## src/design/agtr_pkg.sv

```systemverilog
// Shared widths, register codes and grid helper functions for the tile layout block.
package agtr_pkg;

    localparam int COUNT_W   = 7;
    localparam int DIM_W     = 13;
    localparam int INDEX_W   = 6;
    localparam int GRID_W    = 4;
    localparam int POS_W     = 3;
    localparam int CFG_IDX_W = 2;
    localparam int RECIP_W   = 14;
    localparam int RECIP_SHIFT = 13;

    localparam int MAX_TILES  = 64;
    localparam int MAX_CANVAS = 8191;
    localparam int MAX_GRID   = 8;

    typedef logic [COUNT_W-1:0]   t_count;
    typedef logic [DIM_W-1:0]     t_dim;
    typedef logic [INDEX_W-1:0]   t_index;
    typedef logic [GRID_W-1:0]    t_grid;
    typedef logic [POS_W-1:0]     t_pos;
    typedef logic [CFG_IDX_W-1:0] t_cfg_idx;

    localparam t_cfg_idx CFG_TILE_COUNT    = 2'd0;
    localparam t_cfg_idx CFG_CANVAS_WIDTH  = 2'd1;
    localparam t_cfg_idx CFG_CANVAS_HEIGHT = 2'd2;

    // floor(2^RECIP_SHIFT / d) for d = 1..8; unused divisors read zero
    localparam logic [RECIP_W-1:0] RECIP_TABLE [0:15] = '{
        14'd0,    14'd8192, 14'd4096, 14'd2730, 14'd2048, 14'd1638, 14'd1365, 14'd1170,
        14'd1024, 14'd0,    14'd0,    14'd0,    14'd0,    14'd0,    14'd0,    14'd0
    };

    // Smallest c >= 1 with c*c >= n; counts above the grid limit saturate.
    function automatic t_grid grid_cols(input t_count n);
        t_grid c;
        c = t_grid'(MAX_GRID);
        for (int k = MAX_GRID - 1; k >= 1; k--) begin
            if (COUNT_W'(k * k) >= n) begin
                c = t_grid'(k);
            end
        end
        return c;
    endfunction

    // Smallest r >= 1 with r*cols >= n, i.e. ceil(n / cols) for a nonzero count.
    function automatic t_grid grid_rows(input t_count n, input t_grid cols);
        t_grid r;
        r = t_grid'(MAX_GRID);
        for (int k = MAX_GRID - 1; k >= 1; k--) begin
            if (COUNT_W'(k * int'(cols)) >= n) begin
                r = t_grid'(k);
            end
        end
        return r;
    endfunction

    // Row of a tile: the largest k below the grid limit with k*cols <= idx.
    function automatic t_pos tile_row(input t_index idx, input t_grid cols);
        t_pos r;
        r = '0;
        for (int k = 1; k < MAX_GRID; k++) begin
            if (COUNT_W'(k * int'(cols)) <= {1'b0, idx}) begin
                r = t_pos'(k);
            end
        end
        return r;
    endfunction

    function automatic t_pos tile_col(input t_index idx, input t_grid cols, input t_pos row);
        return t_pos'(int'(idx) - int'(row) * int'(cols));
    endfunction

endpackage

```

## src/design/auto_grid_tile_rectangles.sv

```systemverilog
// Top level: near-square grid tile placement pipeline with its configuration registers.
//
// Each accepted tile index yields exactly one result: the item taken at the edge where start is
// high is presented with o_strobe high during the cycle after the fifth register stage, and is
// accepted at the edge that ends that cycle. The pipeline takes one index every clock, so busy
// stays low; the stages are grid sizing, row and column split with the reciprocal multiply, the
// quotient correction, the position multiply, and the output register. The receiver cannot
// stall the block, so results are never held.
// Configuration writes land at once and are meant to be made while no item is in flight.
module auto_grid_tile_rectangles (
    input  logic                  i_clk,
    input  logic                  i_rst_n,
    input  logic                  start,
    output logic                  busy,
    input  agtr_pkg::t_index      i_tile_index,
    input  logic                  i_cfg_we,
    input  agtr_pkg::t_cfg_idx    i_cfg_idx,
    input  agtr_pkg::t_dim        i_cfg_data,
    output logic                  o_strobe,
    output logic                  o_valid_res,
    output agtr_pkg::t_dim        o_left,
    output agtr_pkg::t_dim        o_top,
    output agtr_pkg::t_dim        o_span_x,
    output agtr_pkg::t_dim        o_span_y
);

    agtr_pkg::t_count r_tile_count;
    agtr_pkg::t_dim   r_canvas_width;
    agtr_pkg::t_dim   r_canvas_height;

    logic             n_accept;
    logic             n_ok;

    // stage 1
    logic             r_s1_valid;
    logic             r_s1_ok;
    agtr_pkg::t_index r_s1_idx;
    agtr_pkg::t_grid  r_s1_cols;
    agtr_pkg::t_grid  r_s1_rows;

    // stage 2
    agtr_pkg::t_pos   n_s2_row;
    agtr_pkg::t_pos   n_s2_col;
    logic             r_s2_valid;
    logic             r_s2_ok;
    agtr_pkg::t_pos   r_s2_row;
    agtr_pkg::t_pos   r_s2_col;
    logic             r_s2_last_col;
    logic             r_s2_last_row;

    // stage 3
    agtr_pkg::t_dim   n_cell_w;
    agtr_pkg::t_dim   n_cell_h;
    logic             r_s3_valid;
    logic             r_s3_ok;
    agtr_pkg::t_pos   r_s3_row;
    agtr_pkg::t_pos   r_s3_col;
    logic             r_s3_last_col;
    logic             r_s3_last_row;

    // stage 4
    logic             r_s4_valid;
    logic             r_s4_ok;
    agtr_pkg::t_dim   r_s4_left;
    agtr_pkg::t_dim   r_s4_top;
    agtr_pkg::t_dim   r_s4_cell_w;
    agtr_pkg::t_dim   r_s4_cell_h;
    logic             r_s4_last_col;
    logic             r_s4_last_row;

    assign busy     = 1'b0;
    assign n_accept = start && !busy;

    always_ff @(posedge i_clk) begin
        if (!i_rst_n) begin
            r_tile_count    <= '0;
            r_canvas_width  <= '0;
            r_canvas_height <= '0;
        end else if (i_cfg_we) begin
            case (i_cfg_idx)
                agtr_pkg::CFG_TILE_COUNT:    r_tile_count    <= i_cfg_data[agtr_pkg::COUNT_W-1:0];
                agtr_pkg::CFG_CANVAS_WIDTH:  r_canvas_width  <= i_cfg_data;
                agtr_pkg::CFG_CANVAS_HEIGHT: r_canvas_height <= i_cfg_data;
                default: ;
            endcase
        end
    end

    assign n_ok = (r_tile_count != '0) && (r_canvas_width != '0) && (r_canvas_height != '0)
               && ({1'b0, i_tile_index} < r_tile_count)
               && (int'(r_tile_count) <= agtr_pkg::MAX_TILES)
               && (int'(r_canvas_width) <= agtr_pkg::MAX_CANVAS)
               && (int'(r_canvas_height) <= agtr_pkg::MAX_CANVAS);

    // Stage 1: size the grid.
    always_ff @(posedge i_clk) begin
        if (!i_rst_n) begin
            r_s1_valid <= 1'b0;
        end else begin
            r_s1_valid <= n_accept;
        end
    end

    always_ff @(posedge i_clk) begin
        r_s1_ok   <= n_ok;
        r_s1_idx  <= i_tile_index;
        r_s1_cols <= agtr_pkg::grid_cols(r_tile_count);
        r_s1_rows <= agtr_pkg::grid_rows(r_tile_count, agtr_pkg::grid_cols(r_tile_count));
    end

    // Stage 2: split the index into row and column; dividers start here.
    assign n_s2_row = agtr_pkg::tile_row(r_s1_idx, r_s1_cols);
    assign n_s2_col = agtr_pkg::tile_col(r_s1_idx, r_s1_cols, n_s2_row);

    always_ff @(posedge i_clk) begin
        if (!i_rst_n) begin
            r_s2_valid <= 1'b0;
        end else begin
            r_s2_valid <= r_s1_valid;
        end
    end

    always_ff @(posedge i_clk) begin
        r_s2_ok       <= r_s1_ok;
        r_s2_row      <= n_s2_row;
        r_s2_col      <= n_s2_col;
        r_s2_last_col <= ({1'b0, n_s2_col} + agtr_pkg::t_grid'(1)) == r_s1_cols;
        r_s2_last_row <= ({1'b0, n_s2_row} + agtr_pkg::t_grid'(1)) == r_s1_rows;
    end

    agtr_div u_div_w (
        .i_clk      (i_clk),
        .i_dividend (r_canvas_width),
        .i_divisor  (r_s1_cols),
        .o_quot     (n_cell_w)
    );

    agtr_div u_div_h (
        .i_clk      (i_clk),
        .i_dividend (r_canvas_height),
        .i_divisor  (r_s1_rows),
        .o_quot     (n_cell_h)
    );

    // Stage 3: carry the position along while the dividers finish.
    always_ff @(posedge i_clk) begin
        if (!i_rst_n) begin
            r_s3_valid <= 1'b0;
        end else begin
            r_s3_valid <= r_s2_valid;
        end
    end

    always_ff @(posedge i_clk) begin
        r_s3_ok       <= r_s2_ok;
        r_s3_row      <= r_s2_row;
        r_s3_col      <= r_s2_col;
        r_s3_last_col <= r_s2_last_col;
        r_s3_last_row <= r_s2_last_row;
    end

    // Stage 4: place the tile.
    always_ff @(posedge i_clk) begin
        if (!i_rst_n) begin
            r_s4_valid <= 1'b0;
        end else begin
            r_s4_valid <= r_s3_valid;
        end
    end

    always_ff @(posedge i_clk) begin
        r_s4_ok       <= r_s3_ok;
        r_s4_left     <= agtr_pkg::DIM_W'(agtr_pkg::t_dim'(r_s3_col) * n_cell_w);
        r_s4_top      <= agtr_pkg::DIM_W'(agtr_pkg::t_dim'(r_s3_row) * n_cell_h);
        r_s4_cell_w   <= n_cell_w;
        r_s4_cell_h   <= n_cell_h;
        r_s4_last_col <= r_s3_last_col;
        r_s4_last_row <= r_s3_last_row;
    end

    // Stage 5: stretch the last column and row, zero an invalid item.
    always_ff @(posedge i_clk) begin
        if (!i_rst_n) begin
            o_strobe    <= 1'b0;
            o_valid_res <= 1'b0;
        end else begin
            o_strobe    <= r_s4_valid;
            o_valid_res <= r_s4_valid && r_s4_ok;
        end
    end

    always_ff @(posedge i_clk) begin
        if (r_s4_ok) begin
            o_left   <= r_s4_left;
            o_top    <= r_s4_top;
            o_span_x <= r_s4_last_col ? (r_canvas_width - r_s4_left) : r_s4_cell_w;
            o_span_y <= r_s4_last_row ? (r_canvas_height - r_s4_top) : r_s4_cell_h;
        end else begin
            o_left   <= '0;
            o_top    <= '0;
            o_span_x <= '0;
            o_span_y <= '0;
        end
    end

`ifndef NO_ASSERTIONS
    a_latency : assert property (@(posedge i_clk) disable iff (!i_rst_n)
        n_accept |-> ##5 o_strobe)
        else $error("accepted item produced no result after five cycles");

    a_strobe_only : assert property (@(posedge i_clk) disable iff (!i_rst_n)
        !o_strobe |-> !o_valid_res)
        else $error("valid result flagged without a strobe");

    a_invalid_zero : assert property (@(posedge i_clk) disable iff (!i_rst_n)
        (o_strobe && !o_valid_res) |->
            (o_left == '0) && (o_top == '0) && (o_span_x == '0) && (o_span_y == '0))
        else $error("invalid result carries nonzero rectangle");
`endif

endmodule

```

## src/design/agtr_div.sv

```systemverilog
// Two-stage divider of a canvas dimension by a small grid count using a reciprocal table.
module agtr_div (
    input  logic              i_clk,
    input  agtr_pkg::t_dim    i_dividend,
    input  agtr_pkg::t_grid   i_divisor,
    output agtr_pkg::t_dim    o_quot
);

    localparam int PROD_W = agtr_pkg::DIM_W + agtr_pkg::RECIP_W;
    localparam int QD_W   = agtr_pkg::DIM_W + agtr_pkg::GRID_W;

    logic [PROD_W-1:0] n_prod;
    agtr_pkg::t_dim    r_est;
    agtr_pkg::t_dim    r_dividend;
    agtr_pkg::t_grid   r_divisor;
    logic [QD_W-1:0]   n_qd;
    logic [QD_W-1:0]   n_rem;
    agtr_pkg::t_dim    r_quot;

    // Estimate is low by at most one.
    assign n_prod = PROD_W'(i_dividend) * PROD_W'(agtr_pkg::RECIP_TABLE[i_divisor]);

    always_ff @(posedge i_clk) begin
        r_est      <= n_prod[agtr_pkg::RECIP_SHIFT +: agtr_pkg::DIM_W];
        r_dividend <= i_dividend;
        r_divisor  <= i_divisor;
    end

    assign n_qd  = QD_W'(r_est) * QD_W'(r_divisor);
    assign n_rem = QD_W'(r_dividend) - n_qd;

    // Bump the estimate when the remainder still holds one more divisor.
    always_ff @(posedge i_clk) begin
        r_quot <= r_est + agtr_pkg::DIM_W'(n_rem >= QD_W'(r_divisor));
    end

    assign o_quot = r_quot;

endmodule

```

## config.mk

```make
export PLATFORM = sky130hd
export DESIGN_NAME = auto_grid_tile_rectangles
export DESIGN_NICKNAME = d
export VERILOG_FILES = /design/src/design/agtr_pkg.sv /design/src/design/auto_grid_tile_rectangles.sv /design/src/design/agtr_div.sv
export SDC_FILE = /design/constraint.sdc
export NUM_CORES = 1
export LEC_CHECK = 0
export BUFFER_PORTS_ARGS = -buffer_cell sky130_fd_sc_hd__buf_2
export CORE_ASPECT_RATIO = 1.1
export CORE_MARGIN = 1.5
export CORE_UTILIZATION = 35
export CTS_CLUSTER_DIAMETER = 40
export DETAILED_ROUTE_END_ITERATION = 6
export PLACE_DENSITY = 0.59
export SYNTH_ARGS = -nofsm -noshare
export SYNTH_HDL_FRONTEND = slang
export SYNTH_SLANG_ARGS = --single-unit
```

## constraint.sdc

```tcl
create_clock -name i_clk -period 7.7 [get_ports i_clk]
set_input_delay 0.385 -clock i_clk [delete_from_list [all_inputs] [get_ports i_clk]]
set_output_delay 0.385 -clock i_clk [all_outputs]
set_load 0.05 [all_outputs]
```

After elaboration in Yosys (flattened, before gate mapping)
Memory sizes are Yosys's and may differ from the RTL's.
Index checks and enable logic that the tools add are counted.
{"block": "totals", "regBits": 265, "romBits": 448, "input_bits": 25, "elab_cells": 143, "memories": 2}
{"block": "op_classes", "addsub": 9, "n_mul": 15, "n_lt_le_gt_ge": 27, "eq_ne": 4, "mux": 26, "bitwise": 2, "reduce_logical": 14}
{"name": "(no name shown)", "words": 16, "width": 14, "read_ports": 1, "rd_ports_with_merged_regs": 0, "wr": 0, "line": "agtr_div.sv:21", "source": "assign n_prod = PROD_W'(i_dividend) * PROD_W'(agtr_pkg::RECIP_TABLE[i_divisor]);"}
{"name": "(no name shown)", "words": 16, "width": 14, "read_ports": 1, "rd_ports_with_merged_regs": 0, "wr": 0, "line": "agtr_div.sv:21"}
{"op": "$mux 14", "n": 4}
{"op": "$mul 13x14->26", "n": 2}
{"op": "$ge 17x4->1", "n": 2}
{"op": "$mul 13x4->17", "n": 2}
{"op": "$sub 13x17->17", "n": 2}
{"op": "$mux 4", "n": 8}
{"op": "$mul 3x4->7 const A", "n": 4}
{"op": "$mux 3", "n": 9}
{"op": "$add 13x1->13", "n": 2}
{"op": "$mul 3x13->13", "n": 2}
{"op": "$mux 13", "n": 2}
{"op": "$reduce_bool 13->1", "n": 2}
{"op": "$sub 13x13->13", "n": 2}
{"op": "$mul 2x4->6 const A", "n": 4}
{"op": "$ge 7x7->1", "n": 3}
{"op": "$le 7x6->1", "n": 3}
{"op": "$ge 5x7->1 const A", "n": 2}
{"op": "$ge 6x7->1", "n": 2}
{"op": "$ge 6x7->1 const A", "n": 2}
{"op": "$le 6x6->1", "n": 2}
{"op": "$ge 5x5->1 const B", "n": 2}
{"op": "$not 4->5", "n": 2}
{"op": "$add 3x1->4 const B", "n": 2}
{"op": "$eq 4x4->1", "n": 2}
{"op": "other kinds (21)", "n": 28}

Longest topological paths before layout
Gate-level depths: netlist (run 1).
{"block": "logic_depth", "ltp_word": 16, "depth_mapped": 26}

Cells and area by module
A second synthesis (run 1) with hierarchy kept.
{"block": "unflattened", "hier_cells": 3159, "hier_area_um2": 28054.4}
{"module": "auto_grid_tile_rectangles", "n_inst": 1, "cells_per_inst": 1163, "area_each_um2": 10507.6, "seq_area_each_um2": 3583.4}
{"module": "agtr_div at u_div_w", "n_inst": 1, "cells_per_inst": 1006, "area_each_um2": 8814.7, "seq_area_each_um2": 860.8}
{"module": "agtr_div at u_div_h", "n_inst": 1, "cells_per_inst": 990, "area_each_um2": 8732.1, "seq_area_each_um2": 860.8}

Least setup slack after synthesis (run 1)
OpenSTA, ideal clock, no wires.
{"block": "synth_timing", "path_kind": "reg2reg", "start": "register r_s1_cols[1]", "end": "register u_div_w.r_est[12]", "setup_time_ps": 72, "arrival_time_ps": 6221, "t_required_ps": 7628, "setup_slack_ps": 1407, "path_stages_with_launch": 25, "path_buffers": 1, "period_less_slack_ps": 6293, "cell_sequence": "dfxtp_1 > inv_1 > ha_1 > ha_1 > nor2b_1 > clkbuf_1 > nand2_1 > fa_1 > fa_1 > inv_1 > fa_1 > fa_1 > inv_1 > fa_1 > inv_1 > ha_1 > a21o_1 > a21o_1 > a21oi_1 > o21ai_0 > a22oi_1 > nand3_1 > a31o_2 > a21oi_1 > xnor2_1"}
{"block": "synth_via", "elab_chain_len": 5}
{"element": "start, declared", "line": "auto_grid_tile_rectangles.sv:38", "source": "agtr_pkg::t_grid r_s1_cols;"}
{"element": "start signal, assigned", "line": "auto_grid_tile_rectangles.sv:107", "source": "r_s1_cols <= agtr_pkg::grid_cols(r_tile_count);"}
{"element": "$not 4->5 (implied by the code)", "line": "agtr_div.sv:21"}
{"element": "$mem_v2 16x14"}
{"element": "$mux 14 (implied by the code) (2 in a row)", "line": "agtr_div.sv:21"}
{"element": "$mul 13x14->26", "line": "agtr_div.sv:21"}
{"element": "net u_div_w.n_prod[25]", "line": "agtr_div.sv:12", "source": "logic [PROD_W-1:0] n_prod;"}
{"element": "end signal, assigned", "line": "agtr_div.sv:24", "source": "r_est <= n_prod[agtr_pkg::RECIP_SHIFT +: agtr_pkg::DIM_W];"}
{"element": "end, declared", "line": "agtr_div.sv:13", "source": "agtr_pkg::t_dim r_est;"}
The timed path passes the listed nets, and every way through them passes these cells. The select of a mux whose other input is x is not followed.
A chain may end at the register's enable or synchronous reset.

Final worst setup path (run 1)
{"block": "layout_timing", "start": "register r_s1_rows[0]", "end": "register u_div_h.r_est[12]"}
{"block": "layout_via", "elab_chain_len": 5}
{"element": "start, declared", "line": "auto_grid_tile_rectangles.sv:39", "source": "agtr_pkg::t_grid r_s1_rows;"}
{"element": "start signal, assigned", "line": "auto_grid_tile_rectangles.sv:108", "source": "r_s1_rows <= agtr_pkg::grid_rows(r_tile_count, agtr_pkg::grid_cols(r_tile_count));"}
{"element": "$not 4->5 (implied by the code)", "line": "agtr_div.sv:21"}
{"element": "$mem_v2 16x14"}
{"element": "$mux 14 (implied by the code) (2 in a row)", "line": "agtr_div.sv:21"}
{"element": "$mul 13x14->26", "line": "agtr_div.sv:21"}
{"element": "net u_div_h.n_prod[25]", "line": "agtr_div.sv:12"}
{"element": "end signal, assigned", "line": "agtr_div.sv:24"}
{"element": "end, declared", "line": "agtr_div.sv:13"}
The timed path passes the listed nets, and every way through them passes these cells. The select of a mux whose other input is x is not followed.

==> out/metrics.sh, run 1 <==
OUTCOME='finished, final reports clean'
FLOORPLAN.CORE_AREA_SQ_MM=0.07865
CRITICAL_PATH_TYPE='reg -> reg'
MAX_CAP_VIOLATIONS=0
PEAKVDDDROP_mV=0.1613
ROUTE.DETAILED.WL_PER_INST_UM=16.22
REGISTER_SHARE_OF_TOTAL_POWER_PCT=28.4
CTS-RESIZED-GATES=0
WORST_HOLD_DEPTH=2
SYNTHARSTFLOPSHARE_PCT=0
BUSIEST_LAYER='met2'
CP_DATA_ARRIVAL_TIME_NS=7.11
DETAILED_ROUTE_WIRE_LENGTH_MM=69.71
SETUP-TNS-FINAL_NS=0
PLACEMENT.CELL_AREA_SQ_MM=0.02935
WORST_HOLD_PATH_TYPE='in -> reg'
SYNTH.LARGEST_AREA_CELL='fa_1'
NETLIST.AREA_LEADER.SHARE_PCT=25.91
TIMING.MAX_SLEW.REL_SLACK_PCT=26.36
COMBPWRFRAC_PCT=36.4
NETSWITCHINGFRACTION_PCT=37.53
CLOCKPOWERSHARE_PCT=35.2
GLOBAL_ROUTE.USAGE.MET1_PCT=23.82
POST_SYNTH_NUM_CELL_TYPES=81
PLACE.DETAILED.HPWL_MM=56.19
TIMING.CLOCK.SKEW_NS=0.04903
GRT_ANTENNA_BEFORE_REPAIR=5
TIMING.HOLD.WS_NS=0.01921
FINAL_MAX_SLEW_VIOL_COUNT=0
SYN2LAYOUT_AREA_GROWTH_PCT=12.21
NET-SWITCHING-POWER_W=0.002371
DRCVIOLATIONCOUNT=0
SYNTHFLOPTYPE='dfxtp_1'
INTPOWER_W=0.003946
CLK_PATH_BUF_DEPTH=3
SYNTH.YOSYS.WARNINGS=0
ANT_NETS=0
PATH_CLK_SLEW_NS=0.05
PLACE_CONGESTION=0.8747
RSZ0062_AT_GRT='no'
POST-SYNTH-TOP-COUNT-CELL='inv_1'
FLOORPLAN.DIE_AREA_SQ_MM=0.08095
INITIAL_DRC_COUNT=991
NETS=3940
GR-TOTAL-OVERFLOW=0
TRITONROUTE_PASS_1_ITERS=7
CTS.HTREE.LEVELS=2
GLOBAL_ROUTE.USAGE.MET3_PCT=2.700
GLOBAL_ROUTE.USAGE.MET2_PCT=28.78
FMAXACHIEVABLE_GHz=0.1511
POWER_PER_CELL_AREA_mW_PER_MM2=202.9
CRIT_PATH_END_KIND='flip-flop'
GROUTE.USAGE.OVERALL_PCT=17.60
HOLD_VIOL_FINAL=0
YOSYSSEQAREASHARE_PCT=19.12
MOST_INSTANTIATED_CELLS_AFTER_SYNTHESIS='inv_1, nand2_1, fa_1'
YOSYS_REGISTER_BITS=265
POSTSYNTHNETCOUNT=3867
CHIPWIDTH_UM=271.4
DIE_HEIGHT_UM=298.3
COMBINED_AREA_OF_ALL_SYNTHESIZED_CELLS_SQ_MM=0.02774
VIA_PER_INST=4.825
NETLIST_INSTANCES=3140
SYN-MEAN-INSTANCE-AREA_SQ_UM=8.834
CTS.SINKS=265
SHARE_OF_CELLS_ABOVE_DRIVE_STRENGTH_1_PCT=6.857
LAYOUT.CELL_AREA.NON_FILLER_SQ_MM=0.03113
FP-ROW-COUNT=108
FINAL_UTIL_PCT=39.58
NUMBER_OF_CLOCK_BUFFERS_INSERTED_BY_TRITONCTS=48
SYNTH-EDFF-COUNT=0
CTS_TREE='yes'
POWER.STATIC_LEAKAGE_nW=15.76
PORT_BUFFERS=78
WORST_EP_REQUIRED_TIME_NS=8.19
SYNTH.TOP_CELLS.BY_AREA='fa_1, dfxtp_1, ha_1'
INITIAL_UTILIZATION_PCT=35.27
NUM-FILL-CELLS=7974
INSERTION_DELAY_NS=0.61
PATH_MAX_FANOUT=12
FINALSETUPVIOLATIONS=0
VIAS=20740
STARTPOINT_TYPE='flip-flop'
BOUNDARYPINS=80
CTS_ROOT_BUF='clkbuf_16'
FIRST_PASS_GRT_WIRE_LENGTH_MM=114.0
R2R_DEPTH=24
TIMING.FINAL.CRIT_SHARE_PCT=85.94
FINAL_CRITICAL_PATH_SETUP_SLACK_NS=1.083
TIGHTEST_SLEW_NS=1.101
PERIOD_NEEDED_NS=6.617
GRT_START_MAX_NET_PINS=59
WORST_CASE_SETUP_SLACK_AFTER_PLACEMENT_NS=1.089
VIA_COUNT_OF_THE_FIRST_GLOBAL_ROUTING_PASS=21710
[cell type report]
cell class	instances	area, sq um	share of cell area [%]
diodes	1	2.502	0.008039
clock buffers	57	1295	4.160
clock inverters	32	416.7	1.339
inverters	581	2181	7.006
multi-input cells	2194	19880	63.85
flip-flops and latches	265	5306	17.05
well taps	1045	1308	4.200
repair buffers	123	743.2	2.388
[final timing paths]
path | start | end | slack [ns]
hold reg to reg | r_s2_ok$_DFF_P_ | r_s3_ok$_DFF_P_ | 0.31
setup / recovery | r_s1_rows[0]$_SDFF_PP1_ | u_div_h.r_est[12]$_DFF_P_ | 1.08
hold / removal | start | r_s1_valid$_SDFF_PN0_ | 0.02
setup reg to reg | r_s1_rows[0]$_SDFF_PP1_ | u_div_h.r_est[12]$_DFF_P_ | 1.08
[flip-flops by register name, indices dropped and copies added, names as in the netlist, 6 cells and up]
name / flops
r_s4_top: 13
u_div_w.o_quot: 13
r_s4_cell_h: 13
r_s4_left: 13
r_canvas_width: 13
r_tile_count: 7
o_top: 13
o_span_x: 13
o_left: 13
u_div_w.r_dividend: 13
u_div_h.r_dividend: 13
r_s4_cell_w: 13
u_div_h.r_est: 13
r_s1_idx: 6
u_div_h.o_quot: 13
o_span_y: 13
u_div_w.r_est: 13
r_canvas_height: 13
[cell families after synthesis]
logic type	count (synthesis)	share of synthesized area [%]
AO/OA/AOI/OAI	376	8.796
buffers and inverters	681	9.242
other	1	0.01352
multiplexers	13	0.4736
XOR/XNOR	130	4.105
adder cells (fa/ha/maj)	704	41.45
AND/OR/NAND/NOR	970	16.79
flip-flops	265	19.12
[layout by cell type, fill, tap and decap left out, types with 37 or more instances in the layout]
master	count
a21boi_0	41
a21o_1	39
a21oi_1	105
and2_1	191
buf_2	78
buf_4	39
clkbuf_16	48
dfxtp_1	264
fa_1	359
ha_1	343
inv_1	579
nand2_1	448
nand3_1	37
nor2_1	102
nor2b_1	50
o21ai_0	82
xnor2_1	88
xor2_1	42
[power groups by stage]
stage               Clock (W)  Combinational [W]  Sequential (W)
floorplan                   0            0.00181         0.00168
global placement            0            0.00227         0.00182
detailed placement          0            0.00229         0.00182
CTS                   0.00227            0.00231         0.00180
global route          0.00233            0.00263         0.00182
finish                0.00222            0.00230         0.00180
[routing by layer]
metal  part of all wire, %  vias up
met4                   2.8        6
li1                      -    10050
met5                 0.046        -
met3                   5.1      120
met1                    47    10110
met2                    45      462
[per-stage QoR]
| stage | power [W] | cells |
|---|---|---|
| floorplan | 0.003483 | 3140 |
| global placement | 0.004093 | 4202 |
| detailed placement | 0.004113 | 4202 |
| CTS | 0.006376 | 4297 |
| global route | 0.006782 | 4297 |
| finish | 0.006317 | 4298 |
[critical path, stage by stage (launching register included)]
cell and delay [ns]:
dfxtp_1 0.44, inv_1 0.11, ha_1 0.29, inv_1 0.05, nor2_1 0.09, buf_4 0.20, nand2_1 0.14, fa_1 0.58
inv_1 0.06, fa_1 0.60, fa_1 0.44, fa_1 0.50, inv_1 0.06, fa_1 0.53, inv_1 0.05, ha_1 0.29
a21o_1 0.18, a211o_1 0.33, a311o_1 0.35, o2111a_1 0.22, o21a_1 0.28, a41o_1 0.31, nor4_1 0.17, nor3_1 0.11
xnor2_1 0.13
[repair_timing]
item / CTS / global route
endpoints found under the hold margin: 6 / 0
hold buffers: 6 / 0
buffers inserted: 0 / 0
Note: power is estimated with default switching activity, not from simulation.
==> inputs of run 2 (changes only) <==
--- a/config.mk
+++ b/config.mk
@@ -6,12 +6,14 @@
 export NUM_CORES = 1
 export LEC_CHECK = 0
 export BUFFER_PORTS_ARGS = -buffer_cell sky130_fd_sc_hd__buf_2
+export CELL_PAD_IN_SITES_DETAIL_PLACEMENT = 2
+export CELL_PAD_IN_SITES_GLOBAL_PLACEMENT = 2
 export CORE_ASPECT_RATIO = 1.1
 export CORE_MARGIN = 1.5
 export CORE_UTILIZATION = 35
 export CTS_CLUSTER_DIAMETER = 40
 export DETAILED_ROUTE_END_ITERATION = 6
-export PLACE_DENSITY = 0.59
+export PLACE_DENSITY = 0.81
 export SYNTH_ARGS = -nofsm -noshare
 export SYNTH_HDL_FRONTEND = slang
 export SYNTH_SLANG_ARGS = --single-unit
==> out/metrics.sh, run 2 (synthesis results as in run 1) <==
HOLD_PATH_STARTPOINT='i_cfg_data[4]'
DETAILED_ROUTE_WIRE_LENGTH_MM=101.9
POWER.STATIC_LEAKAGE_nW=15.80
VIA_PER_INST=5.240
WORST_HOLD_PATH_TYPE='in -> reg'
CRIT-REG2REG-CAPTURE='u_div_h.r_est[12]$_DFF_P_'
FP-ROW-COUNT=108
GROUTE.USAGE.OVERALL_PCT=25.72
NUMBER_OF_CLOCK_BUFFERS_INSERTED_BY_TRITONCTS=49
CRIT_SLOWEST_CELL='fa_1'
FMAXACHIEVABLE_GHz=0.1415
SHARE_OF_CELLS_ABOVE_DRIVE_STRENGTH_1_PCT=7.117
POWER_PER_CELL_AREA_mW_PER_MM2=217.7
MOST-COMMON-LAYOUT-CELLS='inv_1, nand2_1, fa_1, ha_1, dfxtp_1'
FLOORPLAN.CORE_AREA_SQ_MM=0.07865
WORST_EP_REQUIRED_TIME_NS=8.22
STARTPOINT_TYPE='flip-flop'
TIGHTEST_SLEW_NS=1.276
PERIOD_NEEDED_NS=7.068
SETUP-TNS-FINAL_NS=0
ANT_NETS=0
MAX_CAP_VIOLATIONS=0
OUTCOME='finished, final reports clean'
CRITICAL_PATH_TYPE='reg -> reg'
GRT_ANTENNA_BEFORE_REPAIR=9
BOUNDARYPINS=80
CRIT_PATH_END_KIND='flip-flop'
GR-TOTAL-OVERFLOW=0
WORST_PATH_DOMINANT_CELL_FAMILY='adder cells'
TOTALPOWERFINAL_W=0.006801
HOLD_VIOL_FINAL=0
TIMING.CRITICAL_PATH.CELLS='ha_1 -> nor2b_1 -> nor2b_1 -> buf_4 -> nand2_1 -> fa_1 -> fa_1 -> inv_1 -> ha_1 -> fa_1 -> inv_1 -> fa_1 -> inv_1 -> ha_1 -> a21o_1 -> a211o_1 -> a311o_1 -> o2111a_1 -> o21a_1 -> a41o_1 -> nor4_1 -> nor3_1 -> xnor2_1'
PEAKVDDDROP_mV=0.1552
CTS.HTREE.LEVELS=2
NETS=3946
CTS.HOLD.BUFFERS_ADDED=7
TIMING.CLOCK.SKEW_NS=0.05321
SYN2LAYOUT_AREA_GROWTH_PCT=12.63
CTS_TREE='yes'
CELL_REPEATED_MOST_ALONG_THE_WORST_PATH='fa_1'
CTS-RESIZED-GATES=0
CTS_ROOT_BUF='clkbuf_16'
GRT_START_MAX_NET_PINS=59
RSZ0062_AT_GRT='no'
INITIAL_DRC_COUNT=954
CHIPWIDTH_UM=271.4
CP_DATA_ARRIVAL_TIME_NS=7.59
NUM-FILL-CELLS=8733
CTS_SETUP_BUFFERS=0
TIMING.FINAL.CRIT_SHARE_PCT=91.80
PLACE.DETAILED.HPWL_MM=75.45
R2R_DEPTH=23
PLACE_CONGESTION=0.8498
TIMING.MAX_SLEW.REL_SLACK_PCT=14.65
INTPOWER_W=0.003980
CLK_PATH_BUF_DEPTH=3
PORT_BUFFERS=78
DIE_HEIGHT_UM=298.3
CP_SLOWEST_STAGE_DELAY_NS=0.56
PATH_MAX_FANOUT=13
CRITICAL_PATH.N_BUFFERS_INVERTERS=4
FINAL_UTIL_PCT=39.73
INITIAL_UTILIZATION_PCT=35.27
NET-SWITCHING-POWER_W=0.002821
REGISTER_SHARE_OF_TOTAL_POWER_PCT=27.0
FINAL_MAX_SLEW_VIOL_COUNT=0
FINALSETUPVIOLATIONS=0
DRCVIOLATIONCOUNT=0
COMBPWRFRAC_PCT=38.8
VIAS=22570
FIRST_PASS_GRT_WIRE_LENGTH_MM=160.6
CLOCKPOWERSHARE_PCT=34.2
VIA_COUNT_OF_THE_FIRST_GLOBAL_ROUTING_PASS=26830
NETSWITCHINGFRACTION_PCT=41.47
HOLDPATHEND='r_canvas_width[4]$_SDFFE_PN0P_'
WORST-R2R-SETUP-SLACK_NS=0.63
CTS.SINKS=265
INSERTION_DELAY_NS=0.64
LAYOUT_COMMONEST_CELL='inv_1'
WORST_REG2REG_STARTPOINT='r_s1_rows[0]$_SDFF_PP1_'
PATH_CLK_SLEW_NS=0.06
FLOORPLAN.DIE_AREA_SQ_MM=0.08095
WORST_HOLD_DEPTH=3
TRITONROUTE_PASS_1_ITERS=5
ROUTE.DETAILED.WL_PER_INST_UM=23.66
[run 2: cell types whose count changed in the layout (fill, tap and decap cells not counted), sizes merged]
cell / previous run / this run
clkinvlp: 1 / 7
buf: 117 / 121
clkbuf: 57 / 53
bufinv: 5 / 4
dlygate4sd3: 6 / 7
diode: 1 / 2
inv: 593 / 594
clkinv: 14 / 15
[run 2: power groups by stage]
| stage | logic (W) | registers [W] | clock network, W |
|---|---|---|---|
| after detailed placement | 0.00251 | 0.00185 | 0 |
| final | 0.00264 | 0.00184 | 0.00233 |
| after floorplan | 0.00181 | 0.00168 | 0 |
| after global placement | 0.00234 | 0.00184 | 0 |
| after CTS | 0.00264 | 0.00183 | 0.00236 |
| after global routing | 0.00292 | 0.00185 | 0.00243 |
[run 2: cell type report]
cell class	instances	area, sq um	share of cell area [%]
clock inverter	39	508.0	1.626
multi-input combinational	2194	19870	63.60
clock buffer	53	1281	4.101
inverter	581	2181	6.980
tap	1045	1308	4.185
antenna	2	5.005	0.01602
sequential	265	5306	16.98
timing repair buffer	128	783.3	2.507
[run 2: worst reg2reg max path, cell delays in order, from the launching register on]
cell and delay, ns:
dfxtp_1 0.46, ha_1 0.23, nor2b_1 0.52, nor2b_1 0.21
buf_4 0.23, nand2_1 0.11, fa_1 0.54, fa_1 0.54
inv_1 0.06, ha_1 0.32, fa_1 0.54, inv_1 0.07
fa_1 0.56, inv_1 0.05, ha_1 0.31, a21o_1 0.19
a211o_1 0.35, a311o_1 0.37, o2111a_1 0.21, o21a_1 0.29
a41o_1 0.33, nor4_1 0.23, nor3_1 0.13, xnor2_1 0.14
[run 2: worst max path at each step]
stage	start	to	slack [ns]	depth (start not counted)
2_1_floorplan	r_s1_cols[1]$_DFF_P_	u_div_w.r_est[12]$_DFF_P_	1.41	24
3_3_place_gp	r_s1_rows[2]$_SDFF_PP0_	u_div_h.r_est[12]$_DFF_P_	1.14	22
3_5_place_dp	r_s1_rows[0]$_SDFF_PP1_	u_div_h.r_est[12]$_DFF_P_	0.80	23
4_1_cts	r_s1_rows[0]$_SDFF_PP1_	u_div_h.r_est[12]$_DFF_P_	0.66	23
5_1_grt	r_s1_rows[0]$_SDFF_PP1_	u_div_h.r_est[12]$_DFF_P_	0.29	23
6_report	r_s1_rows[0]$_SDFF_PP1_	u_div_h.r_est[12]$_DFF_P_	0.63	23
[run 2: metal layers]
layer | GRT usage (%) | vias to the layer above | share of wire [%]
met5 | 0 | - | 0.039
met4 | 10.12 | 6 | 4.0
met3 | 3.917 | 262 | 4.5
met2 | 46.20 | 598 | 51
met1 | 30.52 | 11670 | 40
li1 | - | 10030 | -
[run 2: stage by stage]
step,hold WS [ns],instances,worst slack [ns],cell area (sq um)
3_3_place_gp,0.3118,4206,1.142,29380
5_1_grt,0.05459,4305,0.2909,31240
6_report,0.04379,4307,0.6316,31240
3_5_place_dp,0.3136,4206,0.8003,29380
4_1_cts,0.02931,4305,0.6589,31240
2_1_floorplan,0.3096,3140,1.407,27740
==> inputs of run 3 (changes only) <==
--- a/config.mk
+++ b/config.mk
@@ -10,10 +10,10 @@
 export CELL_PAD_IN_SITES_GLOBAL_PLACEMENT = 2
 export CORE_ASPECT_RATIO = 1.1
 export CORE_MARGIN = 1.5
-export CORE_UTILIZATION = 35
+export CORE_UTILIZATION = 44
 export CTS_CLUSTER_DIAMETER = 40
 export DETAILED_ROUTE_END_ITERATION = 6
-export PLACE_DENSITY = 0.81
+export PLACE_DENSITY = 0.95
 export SYNTH_ARGS = -nofsm -noshare
 export SYNTH_HDL_FRONTEND = slang
 export SYNTH_SLANG_ARGS = --single-unit
==> constraint.sdc (replaced) <==
create_clock -name i_clk -period 8.4 [get_ports i_clk]
set_input_delay 0.42 -clock i_clk [delete_from_list [all_inputs] [get_ports i_clk]]
set_output_delay 0.42 -clock i_clk [all_outputs]
set_load 0.05 [all_outputs]
==> out/metrics.sh, run 3 (synthesis results as in run 1) <==
CTS.SINKS=265
CRITICAL_PATH.N_BUFFERS_INVERTERS=1
INSERTION_DELAY_NS=0.67
CRITICAL_PATH_TYPE='reg -> reg'
NET-SWITCHING-POWER_W=0.003202
CTS_ROOT_BUF='clkbuf_16'
NUMBER_OF_CLOCK_BUFFERS_INSERTED_BY_TRITONCTS=55
TIGHTEST_SLEW_NS=1.397
DETAILED_ROUTE_WIRE_LENGTH_MM=144.9
FLOORPLAN.DIE_AREA_SQ_MM=0.06456
CRIT_SLOWEST_CELL='dfxtp_1'
TIMING.MAX_SLEW.REL_SLACK_PCT=6.426
PATH_CLK_SLEW_NS=0.05
SYN2LAYOUT_AREA_GROWTH_PCT=12.10
BOUNDARYPINS=80
REGISTER_SHARE_OF_TOTAL_POWER_PCT=24.7
TIMING.FINAL.CRIT_SHARE_PCT=95.05
WORST-R2R-SETUP-SLACK_NS=0.42
POWER_PER_CELL_AREA_mW_PER_MM2=226.3
CLK_PATH_BUF_DEPTH=3
NETS=3943
FIRST_PASS_GRT_WIRE_LENGTH_MM=214.4
POWER.STATIC_LEAKAGE_nW=15.83
FLOORPLAN.CORE_AREA_SQ_MM=0.06234
COMBPWRFRAC_PCT=41.3
INTPOWER_W=0.003835
PERIOD_NEEDED_NS=7.984
MOST-COMMON-LAYOUT-CELLS='inv_1, nand2_1, fa_1, ha_1, dfxtp_1'
PLACE_CONGESTION=0.9325
FINALSETUPVIOLATIONS=0
ROUTE.DETAILED.WL_PER_INST_UM=35.33
RSZ0062_AT_GRT='no'
GROUTE.USAGE.OVERALL_PCT=45.60
FMAXACHIEVABLE_GHz=0.1252
INITIAL_DRC_COUNT=1985
SHARE_OF_CELLS_ABOVE_DRIVE_STRENGTH_1_PCT=7.176
CTS.HTREE.LEVELS=2
TRITONROUTE_PASS_1_ITERS=5
MAX_CAP_VIOLATIONS=0
WORST_PATH_DOMINANT_CELL_FAMILY='compound AO/OA/AOI/OAI gates'
CRIT_PATH_END_KIND='flip-flop'
VIA_COUNT_OF_THE_FIRST_GLOBAL_ROUTING_PASS=30750
PLACE.DETAILED.HPWL_MM=91.95
GR-TOTAL-OVERFLOW=0
NETSWITCHINGFRACTION_PCT=45.50
CP_DATA_ARRIVAL_TIME_NS=8.52
INITIAL_UTILIZATION_PCT=44.50
PEAKVDDDROP_mV=0.2313
GRT_ANTENNA_BEFORE_REPAIR=16
GRT_START_MAX_NET_PINS=59
STARTPOINT_TYPE='flip-flop'
FP-ROW-COUNT=96
SETUP-TNS-FINAL_NS=0
TIMING.CRITICAL_PATH.CELLS='clkinv_1 -> ha_1 -> nor2_1 -> nor2_1 -> xnor2_1 -> ha_1 -> and3_1 -> a221oi_1 -> a21oi_1 -> o21ai_0 -> a21oi_1 -> o21ai_0 -> and2_1 -> nor2_1 -> a21oi_1 -> fa_1 -> xor2_1 -> nand2_1 -> nor4_1 -> a311oi_1 -> nand3_1 -> or3_1 -> and2_4 -> o41ai_2'
R2R_DEPTH=24
NUM-FILL-CELLS=6626
DIE_HEIGHT_UM=266.3
ANT_NETS=0
CRIT-REG2REG-CAPTURE='r_s2_last_col$_DFF_P_'
PORT_BUFFERS=78
CTS_TREE='yes'
FINAL_MAX_SLEW_VIOL_COUNT=0
WORST_HOLD_DEPTH=2
VIAS=25800
HOLD_VIOL_FINAL=0
HOLDPATHEND='r_s1_valid$_SDFF_PN0_'
WORST_EP_REQUIRED_TIME_NS=8.93
CLOCKPOWERSHARE_PCT=34.0
CP_SLOWEST_STAGE_DELAY_NS=0.80
PATH_MAX_FANOUT=18
OUTCOME='finished, final reports clean'
TIMING.CLOCK.SKEW_NS=0.05561
FINAL_UTIL_PCT=49.88
CHIPWIDTH_UM=242.4
WORST_REG2REG_STARTPOINT='r_s1_cols[2]$_DFF_P_'
WORST_HOLD_PATH_TYPE='in -> reg'
LAYOUT_COMMONEST_CELL='inv_1'
VIA_PER_INST=6.290
DRCVIOLATIONCOUNT=0
HOLD_PATH_STARTPOINT='start'
## run 3: cell count changes in the layout (fill, tap and decap cells not counted), sizes merged
cell         previous run  this run
bufinv                  4         5
clkbuf                 53        60
inv                   594       595
clkinv                 15        14
diode                   2         7
dlygate4sd3             7         6
clkinvlp                7         9
buf                   121       113
## run 3: worst max-delay path by stage
stage | start | endpoint | slack, ns | depth (start not counted)
global route | r_s1_cols[2]$_DFF_P_ | r_s2_last_col$_DFF_P_ | 0.22 | 24
floorplan | r_s1_cols[1]$_DFF_P_ | u_div_w.r_est[12]$_DFF_P_ | 2.11 | 24
CTS | r_s1_rows[2]$_SDFF_PP0_ | u_div_h.r_est[12]$_DFF_P_ | 0.67 | 21
detailed placement | r_s1_cols[1]$_DFF_P_ | u_div_w.r_est[12]$_DFF_P_ | 0.99 | 25
global placement | r_s1_cols[1]$_DFF_P_ | u_div_w.r_est[12]$_DFF_P_ | 1.70 | 24
finish | r_s1_cols[2]$_DFF_P_ | r_s2_last_col$_DFF_P_ | 0.42 | 24
## run 3: cell type report
class	instances	area, sq um	share of cell area, %
Sequential cell	265	5305	17.06
Timing Repair Buffer	119	713.2	2.293
Tap cell	833	1042	3.352
Clock inverter	42	536.8	1.726
Inverter	581	2181	7.013
Antenna cell	7	17.52	0.05633
Clock buffer	60	1415	4.551
Multi-Input combinational cell	2194	19890	63.95
## run 3: metal layers
layer,track usage [%],share of wire (%),vias to the layer above
li1,-,-,10050
met1,45.64,33,13060
met2,75.78,48,1714
met3,15.80,9.0,950
met4,39.68,10,22
met5,0.6787,0.14,-
## run 3: power by group through the flow
stage / combinational, W / sequential, W / clock [W]
2_1_floorplan: 0.00165 / 0.00154 / 0
5_1_grt: 0.00305 / 0.00173 / 0.00244
3_3_place_gp: 0.00206 / 0.00167 / 0
6_report: 0.00291 / 0.00174 / 0.00239
4_1_cts: 0.00276 / 0.00171 / 0.00239
3_5_place_dp: 0.00244 / 0.00170 / 0
## run 3: through the flow
step	hold WS [ns]	cell area [sq um]	setup slack (ns)	power [W]	instances
after global placement	0.3132	29060	1.696	0.003733	3986
final	0.01557	31100	0.4158	0.007037	4101
after CTS	0.01073	31070	0.6679	0.006861	4094
after detailed placement	0.3262	29060	0.9874	0.004147	3986
after floorplan	0.3096	27740	2.107	0.003192	3140
after global routing	0.01447	31080	0.2218	0.007217	4096
## run 3: repair_timing
action / CTS / global route
hold buffers: 6 / 0
endpoints found under the hold margin: 6 / 0
setup endpoints to repair: 0 / 1
resized for setup: 0 / 1
buffers inserted: 0 / 0
